[config.mk]
export PLATFORM = sky130hd
export DESIGN_NAME = random_looping_shift_sequencer
export DESIGN_NICKNAME = d
export VERILOG_FILES = /design/src/hw/rtl/rsls_pkg.sv /design/src/hw/rtl/rsls_cfg_regs.sv /design/src/hw/rtl/rsls_step.sv /design/src/hw/rtl/random_looping_shift_sequencer.sv
export SDC_FILE = /design/constraint.sdc
export NUM_CORES = 1
export LEC_CHECK = 0
export BUFFER_PORTS_ARGS = -buffer_cell sky130_fd_sc_hd__buf_2
export CELL_PAD_IN_SITES_DETAIL_PLACEMENT = 0
export CELL_PAD_IN_SITES_GLOBAL_PLACEMENT = 2
export CORE_ASPECT_RATIO = 1.5
export CORE_MARGIN = 2
export CORE_UTILIZATION = 46
export DETAILED_ROUTE_END_ITERATION = 7
export GPL_ROUTABILITY_DRIVEN = 1
export HOLD_SLACK_MARGIN = 0.05
export PLACE_DENSITY = 0.86
export SLEW_MARGIN = 30
export SYNTH_ARGS = -nofsm -noshare
export SYNTH_HDL_FRONTEND = slang
export SYNTH_SLANG_ARGS = --single-unit
[constraint.sdc]
create_clock -name clk -period 21.8 [get_ports clk]
set_input_delay 0 -clock clk [delete_from_list [all_inputs] [get_ports clk]]
set_output_delay 0 -clock clk [all_outputs]
set_load 0.05 [all_outputs]
[src/hw/rtl/rsls_pkg.sv]
// Shared types, codes and reset constants of the random looping shift sequencer.
package rsls_pkg;

    // Default sizes handed to the top level.
    localparam int DEF_TRACKS   = 8;
    localparam int DEF_REG_BITS = 16;

    // Configuration port geometry.
    localparam int PADDR_W = 4;
    localparam int PDATA_W = 32;

    // Trigger length counter width.
    localparam int PULSE_W = 10;

    // Field widths fixed by the item format.
    localparam int TRACK_W  = 3;
    localparam int LOOP_W   = 5;
    localparam int KNOB_W   = 11;
    localparam int CV_W     = 15;
    localparam int DIGIT_W  = 4;
    localparam int OUTREG_W = 16;

    // Control arithmetic constants.
    localparam int CTRL_W    = 17;
    localparam int MAG_W     = 14;
    localparam int KNOB_SCALE = 10;
    localparam int CTRL_LIMIT = 10000;
    localparam int DIGIT_STEP = 1000;

    // Output modes.
    typedef enum logic [1:0] {
        MODE_TRIGGER     = 2'd0,
        MODE_GATE        = 2'd1,
        MODE_CLOCK_PULSE = 2'd2,
        MODE_HOLD        = 2'd3
    } mode_t;

    // Item commands.
    typedef enum logic {
        CMD_TICK  = 1'b0,
        CMD_CLEAR = 1'b1
    } cmd_t;

    // Register byte addresses.
    typedef enum logic [PADDR_W-1:0] {
        ADDR_OUTPUT_MODE = 4'h0,
        ADDR_HOLD        = 4'h4,
        ADDR_PULSE_TICKS = 4'h8
    } reg_addr_t;

    // Register reset values.
    localparam mode_t               RST_OUTPUT_MODE = MODE_TRIGGER;
    localparam logic                RST_HOLD        = 1'b1;
    localparam logic [PULSE_W-1:0]  RST_PULSE_TICKS = 10'd48;

    // Configuration seen by the step logic.
    typedef struct packed {
        mode_t               output_mode;
        logic                hold_after_reset;
        logic [PULSE_W-1:0]  pulse_ticks;
    } cfg_t;

    // Per-track edge and output state kept next to the shift register.
    typedef struct packed {
        logic                last_clock;
        logic                last_reset;
        logic                skip_advance;
        logic                pulse_active;
        logic                gate_level;
        logic                out_level;
        logic [PULSE_W-1:0]  pulse_left;
    } track_flags_t;

endpackage

[src/hw/rtl/rsls_cfg_regs.sv]
// Configuration registers of the sequencer behind an APB-style port.
module rsls_cfg_regs
    import rsls_pkg::*;
(
    input  logic                clk,
    input  logic                rst_n,
    input  logic                psel,
    input  logic                penable,
    input  logic                pwrite,
    input  logic [PADDR_W-1:0]  paddr,
    input  logic [PDATA_W-1:0]  pwdata,
    output logic [PDATA_W-1:0]  prdata,
    output cfg_t                cfg
);

    cfg_t cfg_reg;
    logic wr_en;

    // The port is always ready, so the access phase completes the write.
    assign wr_en = psel & penable & pwrite;

    // Register file.
    always_ff @(posedge clk or negedge rst_n)
    begin
        if (!rst_n)
        begin
            cfg_reg.output_mode      <= RST_OUTPUT_MODE;
            cfg_reg.hold_after_reset <= RST_HOLD;
            cfg_reg.pulse_ticks      <= RST_PULSE_TICKS;
        end
        else if (wr_en)
        begin
            unique case (paddr)
                ADDR_OUTPUT_MODE: cfg_reg.output_mode      <= mode_t'(pwdata[1:0]);
                ADDR_HOLD:        cfg_reg.hold_after_reset <= pwdata[0];
                ADDR_PULSE_TICKS: cfg_reg.pulse_ticks      <= pwdata[PULSE_W-1:0];
                default:          cfg_reg                  <= cfg_reg;
            endcase
        end
    end

    // Read mux.
    always_comb
    begin
        unique case (paddr)
            ADDR_OUTPUT_MODE: prdata = PDATA_W'(cfg_reg.output_mode);
            ADDR_HOLD:        prdata = PDATA_W'(cfg_reg.hold_after_reset);
            ADDR_PULSE_TICKS: prdata = PDATA_W'(cfg_reg.pulse_ticks);
            default:          prdata = '0;
        endcase
    end

    assign cfg = cfg_reg;

endmodule

[src/hw/rtl/rsls_step.sv]
// Next-state logic of one track: reset rotation, clock advance and output shaping.
module rsls_step
    import rsls_pkg::*;
#(
    parameter int REG_BITS = DEF_REG_BITS
)(
    input  cfg_t                              cfg,
    input  logic                              clock_high,
    input  logic                              reset_high,
    input  logic                              raw_clock_high,
    input  logic [LOOP_W-1:0]                 loop_length,
    input  logic signed [KNOB_W-1:0]          control_knob,
    input  logic signed [CV_W-1:0]            control_cv,
    input  logic [DIGIT_W-1:0]                random_digit,
    input  logic                              random_bit,
    input  track_flags_t                      cur_flags,
    input  logic [$clog2(REG_BITS)-1:0]       cur_start,
    input  logic [REG_BITS-1:0]               cur_shift,
    output track_flags_t                      nxt_flags,
    output logic [$clog2(REG_BITS)-1:0]       nxt_start,
    output logic [REG_BITS-1:0]               nxt_shift
);

    localparam int SW = $clog2(REG_BITS);
    localparam int LW = $clog2(REG_BITS + 1);
    localparam int PK = $clog2(REG_BITS);

    logic [LW-1:0]              len;
    logic [REG_BITS-1:0]        mask_len;
    logic [REG_BITS-1:0]        mask_start;
    logic [REG_BITS-1:0]        low_bits;
    logic [REG_BITS-1:0]        rot_bits;
    logic [REG_BITS-1:0]        period_bits;
    logic [REG_BITS-1:0]        rotated;
    logic                       start_in_loop;
    logic                       rst_edge;
    logic                       clk_edge;
    logic                       advance;
    logic [REG_BITS-1:0]        shift_a;
    logic [SW-1:0]              start_a;
    logic                       skip_a;
    logic [LW:0]                start_inc;
    logic signed [CTRL_W-1:0]   knob_x;
    logic signed [CTRL_W-1:0]   cv_x;
    logic signed [CTRL_W-1:0]   ctrl;
    logic                       ctrl_neg;
    logic [CTRL_W-1:0]          ctrl_abs;
    logic [MAG_W-1:0]           mag;
    logic [MAG_W-1:0]           digit_level;
    logic                       draw_new;
    logic                       recycled;
    logic                       new_bit;
    track_flags_t               f;

    // Loop length clamped to one through the register width.
    always_comb
    begin
        if (loop_length == '0)
        begin
            len = LW'(1);
        end
        else if (32'(loop_length) > REG_BITS)
        begin
            len = LW'(REG_BITS);
        end
        else
        begin
            len = LW'(loop_length);
        end
    end

    // Rotate the register so the start step comes first, then repeat the loop.
    always_comb
    begin
        mask_len      = REG_BITS'(({{REG_BITS{1'b0}}, 1'b1} << len) - 1'b1);
        mask_start    = REG_BITS'(({{REG_BITS{1'b0}}, 1'b1} << cur_start) - 1'b1);
        start_in_loop = 32'(cur_start) < 32'(len);
        low_bits      = cur_shift & mask_len;
        rot_bits      = ((low_bits >> cur_start) | (low_bits << (len - LW'(cur_start))))
                        & mask_len;
        period_bits   = start_in_loop ? rot_bits : low_bits;
        // Doubling the covered span each pass fills the whole register.
        for (int k = 0; k < PK; k++)
        begin
            period_bits = period_bits | (period_bits << (32'(len) << k));
        end
        if (start_in_loop)
        begin
            rotated = period_bits;
        end
        else
        begin
            rotated = (cur_shift & mask_start) | ((period_bits << cur_start) & ~mask_start);
        end
    end

    // Edge detection and the reset step.
    assign rst_edge = reset_high & ~cur_flags.last_reset;
    assign clk_edge = clock_high & ~cur_flags.last_clock;
    assign shift_a  = rst_edge ? rotated : cur_shift;
    assign start_a  = rst_edge ? '0 : cur_start;
    assign skip_a   = (rst_edge & cfg.hold_after_reset) | cur_flags.skip_advance;
    assign advance  = clk_edge & ~skip_a;

    // Control value in ten-thousandths, saturated, and the random compare.
    always_comb
    begin
        knob_x   = CTRL_W'(control_knob);
        cv_x     = CTRL_W'(control_cv);
        ctrl     = knob_x * CTRL_W'(KNOB_SCALE) + cv_x;
        ctrl_neg = ctrl < 0;
        ctrl_abs = ctrl_neg ? CTRL_W'(-ctrl) : CTRL_W'(ctrl);
        if (ctrl_abs > CTRL_W'(CTRL_LIMIT))
        begin
            mag = MAG_W'(CTRL_LIMIT);
        end
        else
        begin
            mag = ctrl_abs[MAG_W-1:0];
        end
        // digit > floor(mag / 1000) is the same as mag < digit * 1000.
        digit_level = MAG_W'(random_digit) * MAG_W'(DIGIT_STEP);
        draw_new    = mag < digit_level;
        recycled    = shift_a[SW'(len - LW'(1))] ^ ctrl_neg;
        new_bit     = draw_new ? random_bit : recycled;
    end

    // Start step advance, wrapping at the loop length.
    assign start_inc = (LW+1)'(start_a) + (LW+1)'(1);

    always_comb
    begin
        nxt_start = start_a;
        nxt_shift = shift_a;
        if (advance)
        begin
            nxt_start = (start_inc >= (LW+1)'(len)) ? '0 : SW'(start_inc);
            nxt_shift = {shift_a[REG_BITS-2:0], new_bit};
        end
    end

    // Pulse, gate and output level.
    always_comb
    begin
        f              = cur_flags;
        f.skip_advance = skip_a;
        if (clk_edge & skip_a)
        begin
            f.skip_advance = 1'b0;
        end
        if (advance)
        begin
            if (new_bit)
            begin
                f.pulse_active = 1'b1;
                f.pulse_left   = cfg.pulse_ticks;
                if (cfg.output_mode == MODE_GATE)
                begin
                    f.gate_level = 1'b1;
                end
            end
            else if (cfg.output_mode == MODE_GATE)
            begin
                f.gate_level = 1'b0;
                f.out_level  = 1'b0;
            end
        end
        if (f.pulse_active)
        begin
            unique case (cfg.output_mode)
                MODE_TRIGGER:
                begin
                    if (f.pulse_left == '0)
                    begin
                        f.pulse_active = 1'b0;
                        f.out_level    = 1'b0;
                    end
                    else
                    begin
                        f.pulse_left = f.pulse_left - 1'b1;
                        f.out_level  = 1'b1;
                    end
                end
                MODE_CLOCK_PULSE:
                begin
                    f.out_level = raw_clock_high;
                    if (!raw_clock_high)
                    begin
                        f.pulse_active = 1'b0;
                    end
                end
                MODE_GATE:
                begin
                    f.out_level = f.gate_level;
                end
                MODE_HOLD:
                begin
                    f.out_level = f.out_level;
                end
            endcase
        end
        f.last_reset = reset_high;
        f.last_clock = clock_high;
        nxt_flags    = f;
    end

endmodule

[src/hw/rtl/random_looping_shift_sequencer.sv]
// Top level of the random looping shift sequencer: track memory, pipeline and handshakes.
//
// Usage: each item beat on the item channel is one sample tick for one track, or a
// clear command that zeroes every track's shift register. Every item gives exactly
// one result beat with the track index, the output level and the track's register.
// Per-track state lives in one synchronous memory indexed by track. An accepted
// item reads its track's entry at the accepting edge; the compute stage then forms the
// new state and, when it hands its beat on, writes a tick's state back and loads the
// result register. A write forwarded from the previous item covers two items for the
// same track in a row. One item per cycle is sustained as long as result_ready is
// high; the memory's single read and write port set that rate.
// After reset the memory contents are ignored: per-track valid bits make every
// track read as all-zero state, and a clear command drops the shift-register
// valid bits the same way, so neither has to clear the memory itself.
// When the receiver stalls, the result register holds its beat and one more item
// is taken into the compute stage before item_ready drops.
// The user writes registers over the APB-style port only while idle; the block does not enforce it.
module random_looping_shift_sequencer
    import rsls_pkg::*;
#(
    parameter int TRACKS   = DEF_TRACKS,
    parameter int REG_BITS = DEF_REG_BITS
)(
    input  logic                        clk,
    input  logic                        rst_n,
    input  logic                        psel,
    input  logic                        penable,
    input  logic                        pwrite,
    input  logic [PADDR_W-1:0]          paddr,
    input  logic [PDATA_W-1:0]          pwdata,
    output logic [PDATA_W-1:0]          prdata,
    output logic                        pready,
    input  logic                        item_valid,
    output logic                        item_ready,
    input  logic                        command,
    input  logic [TRACK_W-1:0]          track,
    input  logic                        clock_high,
    input  logic                        reset_high,
    input  logic                        raw_clock_high,
    input  logic [LOOP_W-1:0]           loop_length,
    input  logic signed [KNOB_W-1:0]    control_knob,
    input  logic signed [CV_W-1:0]      control_cv,
    input  logic [DIGIT_W-1:0]          random_digit,
    input  logic                        random_bit,
    output logic                        result_valid,
    input  logic                        result_ready,
    output logic [TRACK_W-1:0]          result_track,
    output logic                        out_high,
    output logic [OUTREG_W-1:0]         register_bits
);

    localparam int TW      = (TRACKS > 1) ? $clog2(TRACKS) : 1;
    localparam int SW      = $clog2(REG_BITS);
    localparam int FLAGS_W = $bits(track_flags_t);
    localparam int ENTRY_W = FLAGS_W + SW + REG_BITS;

    cfg_t                       cfg;

    // Track memory and its registered read port.
    logic [ENTRY_W-1:0]         mem [TRACKS];
    logic [ENTRY_W-1:0]         rd_data_reg;

    // Compute stage.
    logic                       s1_valid_reg;
    cmd_t                       s1_cmd_reg;
    logic [TRACK_W-1:0]         s1_track_reg;
    logic                       s1_clock_reg;
    logic                       s1_reset_reg;
    logic                       s1_raw_reg;
    logic [LOOP_W-1:0]          s1_len_reg;
    logic signed [KNOB_W-1:0]   s1_knob_reg;
    logic signed [CV_W-1:0]     s1_cv_reg;
    logic [DIGIT_W-1:0]         s1_digit_reg;
    logic                       s1_rbit_reg;
    logic                       fwd_hit_reg;
    logic [ENTRY_W-1:0]         fwd_data_reg;

    // Per-track valid bits: whole entry and shift register.
    logic [TRACKS-1:0]          rec_valid_reg;
    logic [TRACKS-1:0]          sh_valid_reg;

    // Result register.
    logic                       out_valid_reg;
    logic [TRACK_W-1:0]         out_track_reg;
    logic                       out_high_reg;
    logic [OUTREG_W-1:0]        out_bits_reg;

    logic                       item_accept;
    logic                       s1_move;
    logic [TW-1:0]              item_addr;
    logic [TW-1:0]              s1_addr;
    logic                       s1_track_ok;
    logic                       wr_en;
    logic [ENTRY_W-1:0]         wr_data;
    logic [ENTRY_W-1:0]         entry;
    track_flags_t               cur_flags;
    logic [SW-1:0]              cur_start;
    logic [REG_BITS-1:0]        cur_shift;
    track_flags_t               nxt_flags;
    logic [SW-1:0]              nxt_start;
    logic [REG_BITS-1:0]        nxt_shift;

    rsls_cfg_regs u_cfg_regs (
        .clk     (clk),
        .rst_n   (rst_n),
        .psel    (psel),
        .penable (penable),
        .pwrite  (pwrite),
        .paddr   (paddr),
        .pwdata  (pwdata),
        .prdata  (prdata),
        .cfg     (cfg)
    );

    assign pready = 1'b1;

    // Handshake and stage advance.
    assign s1_move     = s1_valid_reg & (~out_valid_reg | result_ready);
    assign item_ready  = ~s1_valid_reg | s1_move;
    assign item_accept = item_valid & item_ready;

    assign item_addr   = TW'(track);
    assign s1_addr     = TW'(s1_track_reg);
    assign s1_track_ok = 32'(s1_track_reg) < 32'(TRACKS);

    // Write back happens when the compute stage hands on a tick for a track in range.
    assign wr_en   = s1_move & (s1_cmd_reg == CMD_TICK) & s1_track_ok;
    assign wr_data = {nxt_flags, nxt_start, nxt_shift};

    // Memory: read at accept, write from the compute stage; read returns old data.
    always_ff @(posedge clk)
    begin
        if (item_accept)
        begin
            rd_data_reg <= mem[item_addr];
        end
        if (wr_en)
        begin
            mem[s1_addr] <= wr_data;
        end
    end

    // Forward a write that lands at the same edge as the read of the same track.
    always_ff @(posedge clk or negedge rst_n)
    begin
        if (!rst_n)
        begin
            fwd_hit_reg <= 1'b0;
        end
        else if (item_accept)
        begin
            fwd_hit_reg <= wr_en & (s1_addr == item_addr);
        end
    end

    always_ff @(posedge clk)
    begin
        if (item_accept)
        begin
            fwd_data_reg <= wr_data;
        end
    end

    // Valid bits: reset empties every track, a clear empties every shift register.
    always_ff @(posedge clk or negedge rst_n)
    begin
        if (!rst_n)
        begin
            rec_valid_reg <= '0;
            sh_valid_reg  <= '0;
        end
        else if (s1_move & (s1_cmd_reg == CMD_CLEAR))
        begin
            sh_valid_reg <= '0;
        end
        else if (wr_en)
        begin
            rec_valid_reg[s1_addr] <= 1'b1;
            sh_valid_reg[s1_addr]  <= 1'b1;
        end
    end

    // Compute stage control.
    always_ff @(posedge clk or negedge rst_n)
    begin
        if (!rst_n)
        begin
            s1_valid_reg <= 1'b0;
        end
        else if (item_accept)
        begin
            s1_valid_reg <= 1'b1;
        end
        else if (s1_move)
        begin
            s1_valid_reg <= 1'b0;
        end
    end

    // Compute stage payload.
    always_ff @(posedge clk)
    begin
        if (item_accept)
        begin
            s1_cmd_reg   <= cmd_t'(command);
            s1_track_reg <= track;
            s1_clock_reg <= clock_high;
            s1_reset_reg <= reset_high;
            s1_raw_reg   <= raw_clock_high;
            s1_len_reg   <= loop_length;
            s1_knob_reg  <= control_knob;
            s1_cv_reg    <= control_cv;
            s1_digit_reg <= random_digit;
            s1_rbit_reg  <= random_bit;
        end
    end

    // Current entry: forwarded or read, with never-written parts reading as zero.
    always_comb
    begin
        entry = fwd_hit_reg ? fwd_data_reg : rd_data_reg;
        if (s1_track_ok && rec_valid_reg[s1_addr])
        begin
            cur_flags = track_flags_t'(entry[ENTRY_W-1 -: FLAGS_W]);
            cur_start = entry[REG_BITS +: SW];
        end
        else
        begin
            cur_flags = '0;
            cur_start = '0;
        end
        if (s1_track_ok && sh_valid_reg[s1_addr])
        begin
            cur_shift = entry[REG_BITS-1:0];
        end
        else
        begin
            cur_shift = '0;
        end
    end

    rsls_step #(
        .REG_BITS (REG_BITS)
    ) u_step (
        .cfg            (cfg),
        .clock_high     (s1_clock_reg),
        .reset_high     (s1_reset_reg),
        .raw_clock_high (s1_raw_reg),
        .loop_length    (s1_len_reg),
        .control_knob   (s1_knob_reg),
        .control_cv     (s1_cv_reg),
        .random_digit   (s1_digit_reg),
        .random_bit     (s1_rbit_reg),
        .cur_flags      (cur_flags),
        .cur_start      (cur_start),
        .cur_shift      (cur_shift),
        .nxt_flags      (nxt_flags),
        .nxt_start      (nxt_start),
        .nxt_shift      (nxt_shift)
    );

    // Result register control.
    always_ff @(posedge clk or negedge rst_n)
    begin
        if (!rst_n)
        begin
            out_valid_reg <= 1'b0;
        end
        else if (s1_move)
        begin
            out_valid_reg <= 1'b1;
        end
        else if (result_ready)
        begin
            out_valid_reg <= 1'b0;
        end
    end

    // Result payload: a clear gives track level, empty register; a bad track gives zeros.
    always_ff @(posedge clk)
    begin
        if (s1_move)
        begin
            out_track_reg <= s1_track_reg;
            if (!s1_track_ok)
            begin
                out_high_reg <= 1'b0;
                out_bits_reg <= '0;
            end
            else if (s1_cmd_reg == CMD_CLEAR)
            begin
                out_high_reg <= cur_flags.out_level;
                out_bits_reg <= '0;
            end
            else
            begin
                out_high_reg <= nxt_flags.out_level;
                out_bits_reg <= OUTREG_W'(nxt_shift);
            end
        end
    end

    assign result_valid  = out_valid_reg;
    assign result_track  = out_track_reg;
    assign out_high      = out_high_reg;
    assign register_bits = out_bits_reg;

endmodule
# ---- Word-level counts from Yosys, hierarchy flattened
# Memory sizes are Yosys's and may differ from the RTL's. A register that Yosys moved wholly into a read port is not among the register bits.
# Index checks and enable logic that the tools add are counted.
dict set report word_totals {
  n_memories 1
  ramBits 288
  wordCells 155
  input_bits 86
  out_inout_bits 55
  regBits 131
}
dict set report classes {
  reduce_logical 12
  n_lt_le_gt_ge 9
  mux 50
  shifts 9
  bitwise_logic 36
  mul 2
  addsub 8
  eq_ne 6
}
# memory depth width rd rd_ports_with_merged_regs wr line_no
set mem_list {}
lappend mem_list {mem 8 36 1 1 1 random_looping_shift_sequencer.sv:60} ;# logic [ENTRY_W-1:0] mem [TRACKS];
# op count
set op_table {}
lappend op_table {{16-bit two-way mux} 6}
lappend op_table {{16-bit OR} 6}
lappend op_table {{16-bit AND} 4}
lappend op_table {{36-bit two-way mux} 1}
lappend op_table {{16-bit by 5-bit left shift with 16-bit output} 2}
lappend op_table {{16-bit by 1-bit subtractor with 16-bit output (second input constant)} 2}
lappend op_table {{10-bit two-way mux} 3}
lappend op_table {{10-bit one-hot mux with 3 select lines} 1}
lappend op_table {{1-bit two-way mux} 20}
lappend op_table {{16-bit by 15-bit adder with 17-bit output} 1}
lappend op_table {{17-bit by 14-bit > comparator with 1-bit output (second input constant)} 1}
lappend op_table {{17-bit by 1-bit less-than comparator with 1-bit output (second input constant)} 1}
lappend op_table {{17-bit two-way mux} 1}
lappend op_table {{17-bit negator} 1}
lappend op_table {{4-bit two-way mux} 4}
lappend op_table {{8-bit two-way mux} 2}
lappend op_table {{16-bit inverter} 1}
lappend op_table {{8-bit OR} 2}
lappend op_table {{1-bit by 4-bit left shift with 16-bit output (first input constant)} 1}
lappend op_table {{1-bit by 5-bit left shift with 16-bit output (first input constant)} 1}
lappend op_table {{16-bit by 4-bit left shift with 16-bit output} 1}
lappend op_table {{16-bit by 6-bit left shift with 16-bit output} 1}
lappend op_table {{16-bit by 7-bit left shift with 16-bit output} 1}
lappend op_table {{16-bit by 8-bit left shift with 16-bit output} 1}
lappend op_table {{40 further kinds} 67}

# ---- Depth between registers and ports, before layout
# Gate-level depths: netlist of run 1.
dict set report depth {
  depth_word 34
  depth_mapped 52
}

# ---- Hierarchy
# From an unflattened synthesis of run 1, not the netlist that was laid out.
dict set report hier_totals {
  hier_cells 2310
  area_unflattened_um2 27077.2
}
# mod cells_each area_each_um2 n_inst
set modules_own_cells {}
lappend modules_own_cells {random_looping_shift_sequencer 751 16440.8 1}
lappend modules_own_cells {rsls_step 1490 9843.2 1}
lappend modules_own_cells {rsls_cfg_regs 69 793.3 1}

# ---- Least setup slack after synthesis of run 1
# Ideal clock, no wire load.
dict set report synth_timing {
  path_type {reg-to-reg}
  startpoint {reg s1_len_reg[2]}
  endpoint {reg fwd_data_reg[25], data pin}
  required_time_ns 21.551
  path_stages_with_launch 42
  setup_time_ns 0.249
  setup_slack_ns 11.041
  arrival_ns 10.510
  period_less_slack_ns 10.759
  path_cell_list {edfxtp_1 -> buf_2 -> buf_4 -> clkbuf_1 -> nor3_1 -> o21ai_1 -> clkbuf_1 -> clkbuf_1 -> clkbuf_1 -> ha_1 -> buf_2 -> or4b_1 -> ha_1 -> clkbuf_1 -> nand3_1 -> a21oi_1 -> nor3_1 -> o21ai_0 -> [6 not listed] -> o211ai_1 -> a311oi_2 -> nor2_1 -> a211o_1 -> or2_1 -> a221o_1 -> o221ai_2 -> xor2_1 -> o41ai_4 -> clkbuf_1 -> a21oi_1 -> ha_1 -> nand2_1 -> nor2_1 -> nor3_1 -> mux2i_1 -> or4_1 -> a31oi_1}
}
# element line_no
set synth_rtl {}
lappend synth_rtl {{start: declaration} random_looping_shift_sequencer.sv:70} ;# logic [LOOP_W-1:0] s1_len_reg;
lappend synth_rtl {{start signal: assignment} random_looping_shift_sequencer.sv:210} ;# s1_len_reg <= loop_length;
lappend synth_rtl {{end signal: assignment} random_looping_shift_sequencer.sv:160} ;# fwd_data_reg <= wr_data;
lappend synth_rtl {{end: declaration} random_looping_shift_sequencer.sv:76} ;# logic [ENTRY_W-1:0] fwd_data_reg;

==> results of run 1 <==
[through the flow]
step                      std cells  hold slack, ns  instance area, um^2  setup WS (ns)
final                          3478          0.0697                31600           7.70
after floorplan                2542          -0.296                28100          11.04
after global routing           3478          0.0896                31600           7.25
after detailed placement       3338           0.122                29600           8.55
after CTS                      3478          0.0701                31600           8.46
after global placement         3338           0.115                29600           8.66
[what timing repair did]
action,in CTS,in global routing
hold buffers,63,0
setup buffers,0,0
endpoints found under the hold margin,94,0
[power by group through the flow]
stage | combinational [mW] | clock (mW) | sequential [mW]
3_5_place_dp | 1.16 | 0 | 1.12
5_1_grt | 1.28 | 0.752 | 1.11
6_report | 1.21 | 0.712 | 1.10
3_3_place_gp | 1.16 | 0 | 1.12
4_1_cts | 1.18 | 0.722 | 1.10
2_1_floorplan | 0.726 | 0 | 1.13
[area by class of cell]
type / instances / area, um^2 / area share [%]
multi-input cells: 1845 / 13700 / 43.4
flip-flops and latches: 455 / 13500 / 42.8
inverters: 69 / 259 / 0.820
clock buffers: 48 / 1070 / 3.40
repair buffers: 248 / 1800 / 5.70
clock inverters: 29 / 243 / 0.768
well taps: 784 / 981 / 3.11
[cell families (layout without fill, tap and decap cells)]
family	count (synthesis)	in the layout
AO/OA/AOI/OAI	732	732
AND/OR/NAND/NOR	743	743
multiplexers	192	192
XOR/XNOR	67	67
flip-flops	455	455
other	2	23
buffers and inverters	242	394
adder cells (fa/ha/maj)	88	88
[how the worst max path moves through the flow]
stage / endpoint / cells past startpoint
after floorplan: fwd_data_reg[25]$_DFFE_PP_ / 41
after global routing: mem[5][25]$_DFFE_PP_ / 36
after CTS: mem[2][25]$_DFFE_PP_ / 36
after detailed placement: mem[6][25]$_DFFE_PP_ / 36
after global placement: mem[2][25]$_DFFE_PP_ / 41
final: fwd_data_reg[25]$_DFFE_PP_ / 36
[layer usage]
| metal | vias to the layer above | part of all wire [%] | global-route usage (%) |
|---|---|---|---|
| met5 | - | 0 | 0 |
| met4 | 0 | 8.1 | 23.2 |
| met3 | 362 | 6.6 | 5.20 |
| met2 | 1158 | 50 | 59.0 |
| met1 | 11700 | 36 | 39.1 |
| li1 | 10200 | - | - |
[critical path: cells and delay by family, from the launching register on]
family          cells  cell delay [ns]
xor+xnor            1             0.47
compound gates     16             5.50
fa+ha+maj           3             1.46
mux                 1             0.37
buf+inv             5             1.67
simple gates       10             3.87
flops               1             0.33
[layout by cell type (no fill, tap or decap), types with 26 or more instances in the layout]
master	Yosys	layout
nor2b_1	33	33
mux2i_1	44	41
nor3_1	71	66
buf_4	27	91
nand2_1	167	167
ha_1	78	78
nand2b_1	28	28
o21ai_0	107	105
dlygate4sd3_1	0	62
o211ai_1	36	36
dfrtp_1	29	28
a21oi_1	150	149
nand3_1	69	69
mux4_2	74	74
edfxtp_1	423	423
xnor2_1	45	45
a211oi_1	32	31
buf_2	27	93
a31oi_1	56	56
inv_1	66	66
nand4_1	26	26
clkbuf_16	0	42
nor2_1	211	208
mux2_2	69	69
==> reports/qor.csv, run 1 <==
stage,metric,value,unit
placement,hpwl,77.2,mm
yosys,synth_edf_count,423,
clock_tree,post_cts_resized,0,
clock_tree,cts_buffer_depth,3,
yosys,synth.top_cells.by_count,"edfxtp_1, nor2_1, nand2_1",
sta,setup_violations,0,
placement,gp_congestion,1.03,
sta,finalHoldViolations,0,
sta,clock_skew,0.0677,ns
yosys,synth_warnings,0,
hold_path,min-delay-start,loop_length[3],
power_and_ir_drop,p_sw,1.21,mW
yosys,synth.area.mux_share,10.5,%
yosys,synth_top_family_by_area,compound AO/OA/AOI/OAI gates,
sta,slew_viol_final,0,
yosys,ys_ff_latch,455,
hold_path,min_to,s1_len_reg[3]$_DFFE_PP_,
power_and_ir_drop,powerDensity,95.7,mW/mm^2
critical_path,cp_max_fo,32,
clock_tree,cts_tree,built,
final_layout,num_antenna_cells,0,
die,initial_utilization,46.6,%
die,die_height,306,um
sta,tightest_slew,1.09,ns
sta,period_share,64.7,%
clock_tree,root_buffer,clkbuf_16,
critical_path,critical_path_class,flip-flop to flip-flop,
yosys,synth_top_area_cell,edfxtp_1,
sta,max_slew_margin,26.4,%
power_and_ir_drop,comb_power_share,40.1,%
critical_path,end_kind,flip-flop,
sta,post-route-min-period,14.10,ns
detailed_routing,avgViaCountPerCell,6.73,
global_route,antenna_found_initial,0,
yosys,synth.yosys.seq_area_share,48.2,%
sta,timing.fmax,0.0709,GHz
yosys,syn_inst,2521,
final_layout,largest_reg_flops,288,
yosys,yosysTopAreaCellShare,45.3,%
yosys,synth.avg_cell_area,11.1,um^2
critical_path,worstSetupStartpointType,flip-flop,
detailed_routing,wire_per_inst,30.9,um
die,std_cell_rows,110,
critical_path,cp_slowest_stage_delay,0.99,ns
critical_path,timing.reg2reg.setup_slack,7.70,ns
yosys,synth-compound-area-share,18.3,%
clock_tree,cts_buffers,42,
critical_path,r2r_start,s1_len_reg[4]$_DFFE_PP_,
detailed_routing,ant_nets,0,
yosys,synth_ff_type,edfxtp_1,
critical_path,startpoint,s1_len_reg[4]$_DFFE_PP_,
power_and_ir_drop,pwr-share-clk,23.5,%
run_status,outcome,"complete, no violations",
final_layout,final_nets,2835,
job,max-cap-violations,0,
die,io_pins,141,
critical_path,critPathRequiredTime,22.07,ns
critical_path,reg2reg_depth,36,
yosys,ys_types,105,
detailed_routing,vias,23400,
final_layout,nFillCells,5173,
hold_path,hold_path.class,input pin to flip-flop,
hold_path,hold_depth,2,
die,fp.dieW,206,um
final_layout,layout-drive-gt1-share,18.0,%
yosys,synth_area,0.0280,mm^2
detailed_routing,dr.pass1.iters,5,
yosys,synthSimpleGateAreaFrac,13.0,%
critical_path,r2r-end,fwd_data_reg[25]$_DFFE_PP_,
critical_path,cp_common_cell,a21oi_1,
global_route,grt_pass1_vias,23000,
power_and_ir_drop,sequentialPowerShare,36.4,%
power_and_ir_drop,p_int,1.81,mW
clock_tree,path_clk_slew,0.09,ns
yosys,async_flop_share,7.03,%
die,fp.coreArea,0.0601,mm^2
power_and_ir_drop,fin_total_pwr,3.02,mW
global_route,grt_pass1_wl,156,mm
global_route,globalRouteOverflowTotal,0,
yosys,synth_area_leaders,"edfxtp_1, mux4_2, ha_1",
clock_tree,clk_latency,0.64,ns
power_and_ir_drop,p_leak,11.0,nW
final_layout,final_util,52.5,%
placement,io_buffers,95,
yosys,synthXorXnorAreaFrac,2.09,%
critical_path,crit_arrival,14.37,ns
critical_path,crit_slowest_cell,nor4_2,
detailed_routing,drc,0,
global_route,track_usage,34.3,%
final_layout,syn2layout_area_growth,12.6,%
clock_tree,cts_sinks,455,
power_and_ir_drop,vdd_drop_max,0.0795,mV
global_route,grt_max_degree,61,
yosys,yosys.area_share.adder,4.19,%
power_and_ir_drop,switching_share,40.1,%
sta,grt_setup_unrepaired,no,
clock_tree,cts_max_level,2,
yosys,yosysMostFrequentCell,edfxtp_1,
detailed_routing,wl,108,mm
sta,fin_setup_tns,0,ns
die,die_area,0.0630,mm^2
detailed_routing,first_iter_violations,2394,
(Power assumes the default switching activity.)
==> run 2: changes to the inputs <==
--- a/config.mk
+++ b/config.mk
@@ -5,16 +5,17 @@
 export SDC_FILE = /design/constraint.sdc
 export NUM_CORES = 1
 export LEC_CHECK = 0
+export ABC_AREA = 1
 export BUFFER_PORTS_ARGS = -buffer_cell sky130_fd_sc_hd__buf_2
 export CELL_PAD_IN_SITES_DETAIL_PLACEMENT = 0
 export CELL_PAD_IN_SITES_GLOBAL_PLACEMENT = 2
 export CORE_ASPECT_RATIO = 1.5
 export CORE_MARGIN = 2
-export CORE_UTILIZATION = 46
+export CORE_UTILIZATION = 35
 export DETAILED_ROUTE_END_ITERATION = 7
 export GPL_ROUTABILITY_DRIVEN = 1
 export HOLD_SLACK_MARGIN = 0.05
-export PLACE_DENSITY = 0.86
+export PLACE_DENSITY = 0.76
 export SLEW_MARGIN = 30
 export SYNTH_ARGS = -nofsm -noshare
 export SYNTH_HDL_FRONTEND = slang
==> constraint.sdc (replaced) <==
create_clock -name clk -period 11.7 [get_ports clk]
set_input_delay 0 -clock clk [delete_from_list [all_inputs] [get_ports clk]]
set_output_delay 0 -clock clk [all_outputs]
set_load 0.05 [all_outputs]
==> run 2 against run 1 <==
Non-clock buffer count down 42. Cell count up 23%. Critical path depth up 20. Area after synthesis down 4.6%. Register-to-register slack worse by 5.9 ns. Sequential share of layout area up 1.6 points. Via count down 3.0%.
==> reports/qor.csv, run 2 <==
stage,metric,value,unit
run_status,outcome,"complete, no violations",
yosys,synth_area_leaders,"edfxtp_1, nand2_1, nand3_1",
detailed_routing,vias,22700,
critical_path,reg2reg_depth,56,
critical_path,timing.reg2reg.setup_slack,1.84,ns
die,initial_utilization,35.2,%
hold_path,min_to,s1_knob_reg[1]$_DFFE_PP_,
clock_tree,post_cts_buffers,0,
placement,hpwl,63.0,mm
die,io_pins,141,
hold_path,hold_depth,2,
critical_path,end_kind,flip-flop,
yosys,synth.avg_cell_area,8.61,um^2
placement,place_area,0.0282,mm^2
clock_tree,path_clk_slew,0.06,ns
detailed_routing,drc,0,
clock_tree,clk_latency,0.62,ns
yosys,yosysTopAreaCellShare,47.5,%
yosys,synth_ff_type,edfxtp_1,
power_and_ir_drop,fin_total_pwr,5.55,mW
sta,setup_ws,1.84,ns
final_layout,instances_no_fill,4270,
placement,placed_cells,4117,
die,fp.coreArea,0.0760,mm^2
global_route,antenna_found_initial,0,
final_layout,multi_input_area,0.0116,mm^2
sta,post-route-min-period,9.86,ns
die,fp.dieW,230,um
detailed_routing,wl_met2,49.4,mm
critical_path,crit_arrival,10.17,ns
detailed_routing,dr.pass1.iters,7,
placement,io_buffers,95,
sta,clock_skew,0.0355,ns
final_layout,num_antenna_cells,0,
critical_path,crit_slowest_cell,edfxtp_1,
yosys,synth_top_area_cell,edfxtp_1,
die,std_cell_rows,124,
hold_path,min-delay-start,control_knob[1],
detailed_routing,wl_met3,3.68,mm
yosys,synth_edf_count,423,
sta,max_slew_margin,43.9,%
sta,finalHoldViolations,0,
die,die_height,343,um
sta,fin_setup_tns,0,ns
yosys,ys_ff_latch,455,
critical_path,r2r-end,mem[6][24]$_DFFE_PP_,
clock_tree,root_buffer,clkbuf_16,
yosys,yosysMostFrequentCell,nand2_1,
yosys,ys_types,60,
final_layout,final_common_cell,nand2_1,
clock_tree,cts_tree,built,
yosys,synth.yosys.seq_area_share,50.5,%
die,die_area,0.0787,mm^2
global_route,grt_pass1_vias,22200,
critical_path,cp_slowest_stage_delay,0.68,ns
detailed_routing,wire_per_inst,21.5,um
critical_path,critPathRequiredTime,12.01,ns
placement,gp_congestion,0.936,
clock_tree,cts_buffer_depth,3,
sta,slew_viol_final,0,
job,max-cap-violations,0,
clock_tree,cts_max_level,2,
clock_tree,post_cts_resized,0,
sta,period_share,84.3,%
sta,timing.hold.ws,0.0977,ns
critical_path,worstSetupStartpointType,flip-flop,
yosys,synth.top_cells.by_count,"nand2_1, edfxtp_1, nor2_1",
final_layout,final_nets,3399,
final_layout,layout-drive-gt1-share,11.2,%
final_layout,nFillCells,7639,
yosys,syn_inst,3110,
critical_path,critical_path_class,flip-flop to flip-flop,
final_layout,final_util,40.1,%
final_layout,syn2layout_area_growth,13.8,%
placement,post-place-ws,1.84,ns
power_and_ir_drop,vdd_drop_max,0.142,mV
critical_path,r2r_start,s1_addr[0]$_DFFE_PP_,
global_route,track_usage,22.9,%
detailed_routing,maxUsedRoutingLayer,met4,
yosys,async_flop_share,7.03,%
global_route,grt_pass1_wl,136,mm
detailed_routing,met1_length,33.9,mm
detailed_routing,wl,91.6,mm
yosys,synth_area,0.0268,mm^2
sta,timing.fmax,0.101,GHz
power_and_ir_drop,powerDensity,182,mW/mm^2
detailed_routing,avgViaCountPerCell,5.32,
yosys,synth_warnings,0,
critical_path,cp_common_cell,nand2_1,
sta,grt_setup_unrepaired,no,
clock_tree,holdBufCountCts,65,
final_layout,regArea,0.0135,mm^2
hold_path,hold_path.class,input pin to flip-flop,
detailed_routing,first_iter_violations,1764,
sta,setup_violations,0,
global_route,grt_max_degree,101,
critical_path,cp_max_fo,29,
clock_tree,cts_buffers,48,
final_layout,final_area,0.0305,mm^2
sta,tightest_slew,0.838,ns
final_layout,layout_common_cells,"nand2_1, edfxtp_1, nor2_1, nand3_1, o21ai_0",
clock_tree,cts_sinks,455,
power_and_ir_drop,p_leak,12.6,nW
global_route,globalRouteOverflowTotal,0,
detailed_routing,ant_nets,0,
final_layout,largest_reg_flops,288,
run 2: cell type report:
| cell class | count | share of cell area [%] |
|---|---|---|
| Clock buffer | 56 | 4.11 |
| Clock inverter | 31 | 1.12 |
| Inverter | 252 | 3.14 |
| Multi-Input combinational cell | 2262 | 38.2 |
| Sequential cell | 455 | 44.3 |
| Tap cell | 1008 | 4.14 |
| Timing Repair Buffer | 206 | 4.94 |
run 2: where the power goes:
group / switching, mW / total (mW) / leakage (nW) / internal [mW]
clock: 0.659 / 1.55 / 0.778 / 0.887
combinational: 1.39 / 1.93 / 7.53 / 0.533
sequential: 0.0492 / 2.08 / 4.31 / 2.03
total: 2.10 / 5.55 / 12.6 / 3.45
run 2: cell families after synthesis:
group	share of synthesized area [%]
other	0.0281
and+or+nand+nor	25.8
buffers and inverters	6.58
AOI/OAI and AO/OA	11.0
adders and majority gates	4.39
DFF	50.5
xor gates and xnor gates	1.80
run 2: how the worst max path moves through the flow:
stage                     cells past startpoint                     start                          to
final                                        56      s1_addr[0]$_DFFE_PP_        mem[6][24]$_DFFE_PP_
after global routing                         48  s1_knob_reg[1]$_DFFE_PP_  fwd_data_reg[24]$_DFFE_PP_
after CTS                                    46  s1_knob_reg[1]$_DFFE_PP_  fwd_data_reg[24]$_DFFE_PP_
after detailed placement                     46  s1_knob_reg[1]$_DFFE_PP_        mem[4][24]$_DFFE_PP_
after global placement                       53      s1_addr[0]$_DFFE_PP_        mem[7][24]$_DFFE_PP_
after floorplan                              48  s1_knob_reg[1]$_DFFE_PP_  fwd_data_reg[27]$_DFFE_PP_
run 2: routing by layer:
metal	GRT usage, %	up-vias
met5	0	-
met4	10.8	0
met3	2.42	194
met2	44.2	649
met1	24.7	11000
li1	-	10800
run 2: worst max-delay path: cells and delay by family, from the launching register on:
family / cells / cell delay, ns
AND/OR/NAND/NOR: 35 / 4.64
buffers and inverters: 10 / 1.87
AO/OA/AOI/OAI: 8 / 1.20
flip-flops: 1 / 0.68
adder cells (fa/ha/maj): 2 / 0.61
XOR/XNOR: 1 / 0.53
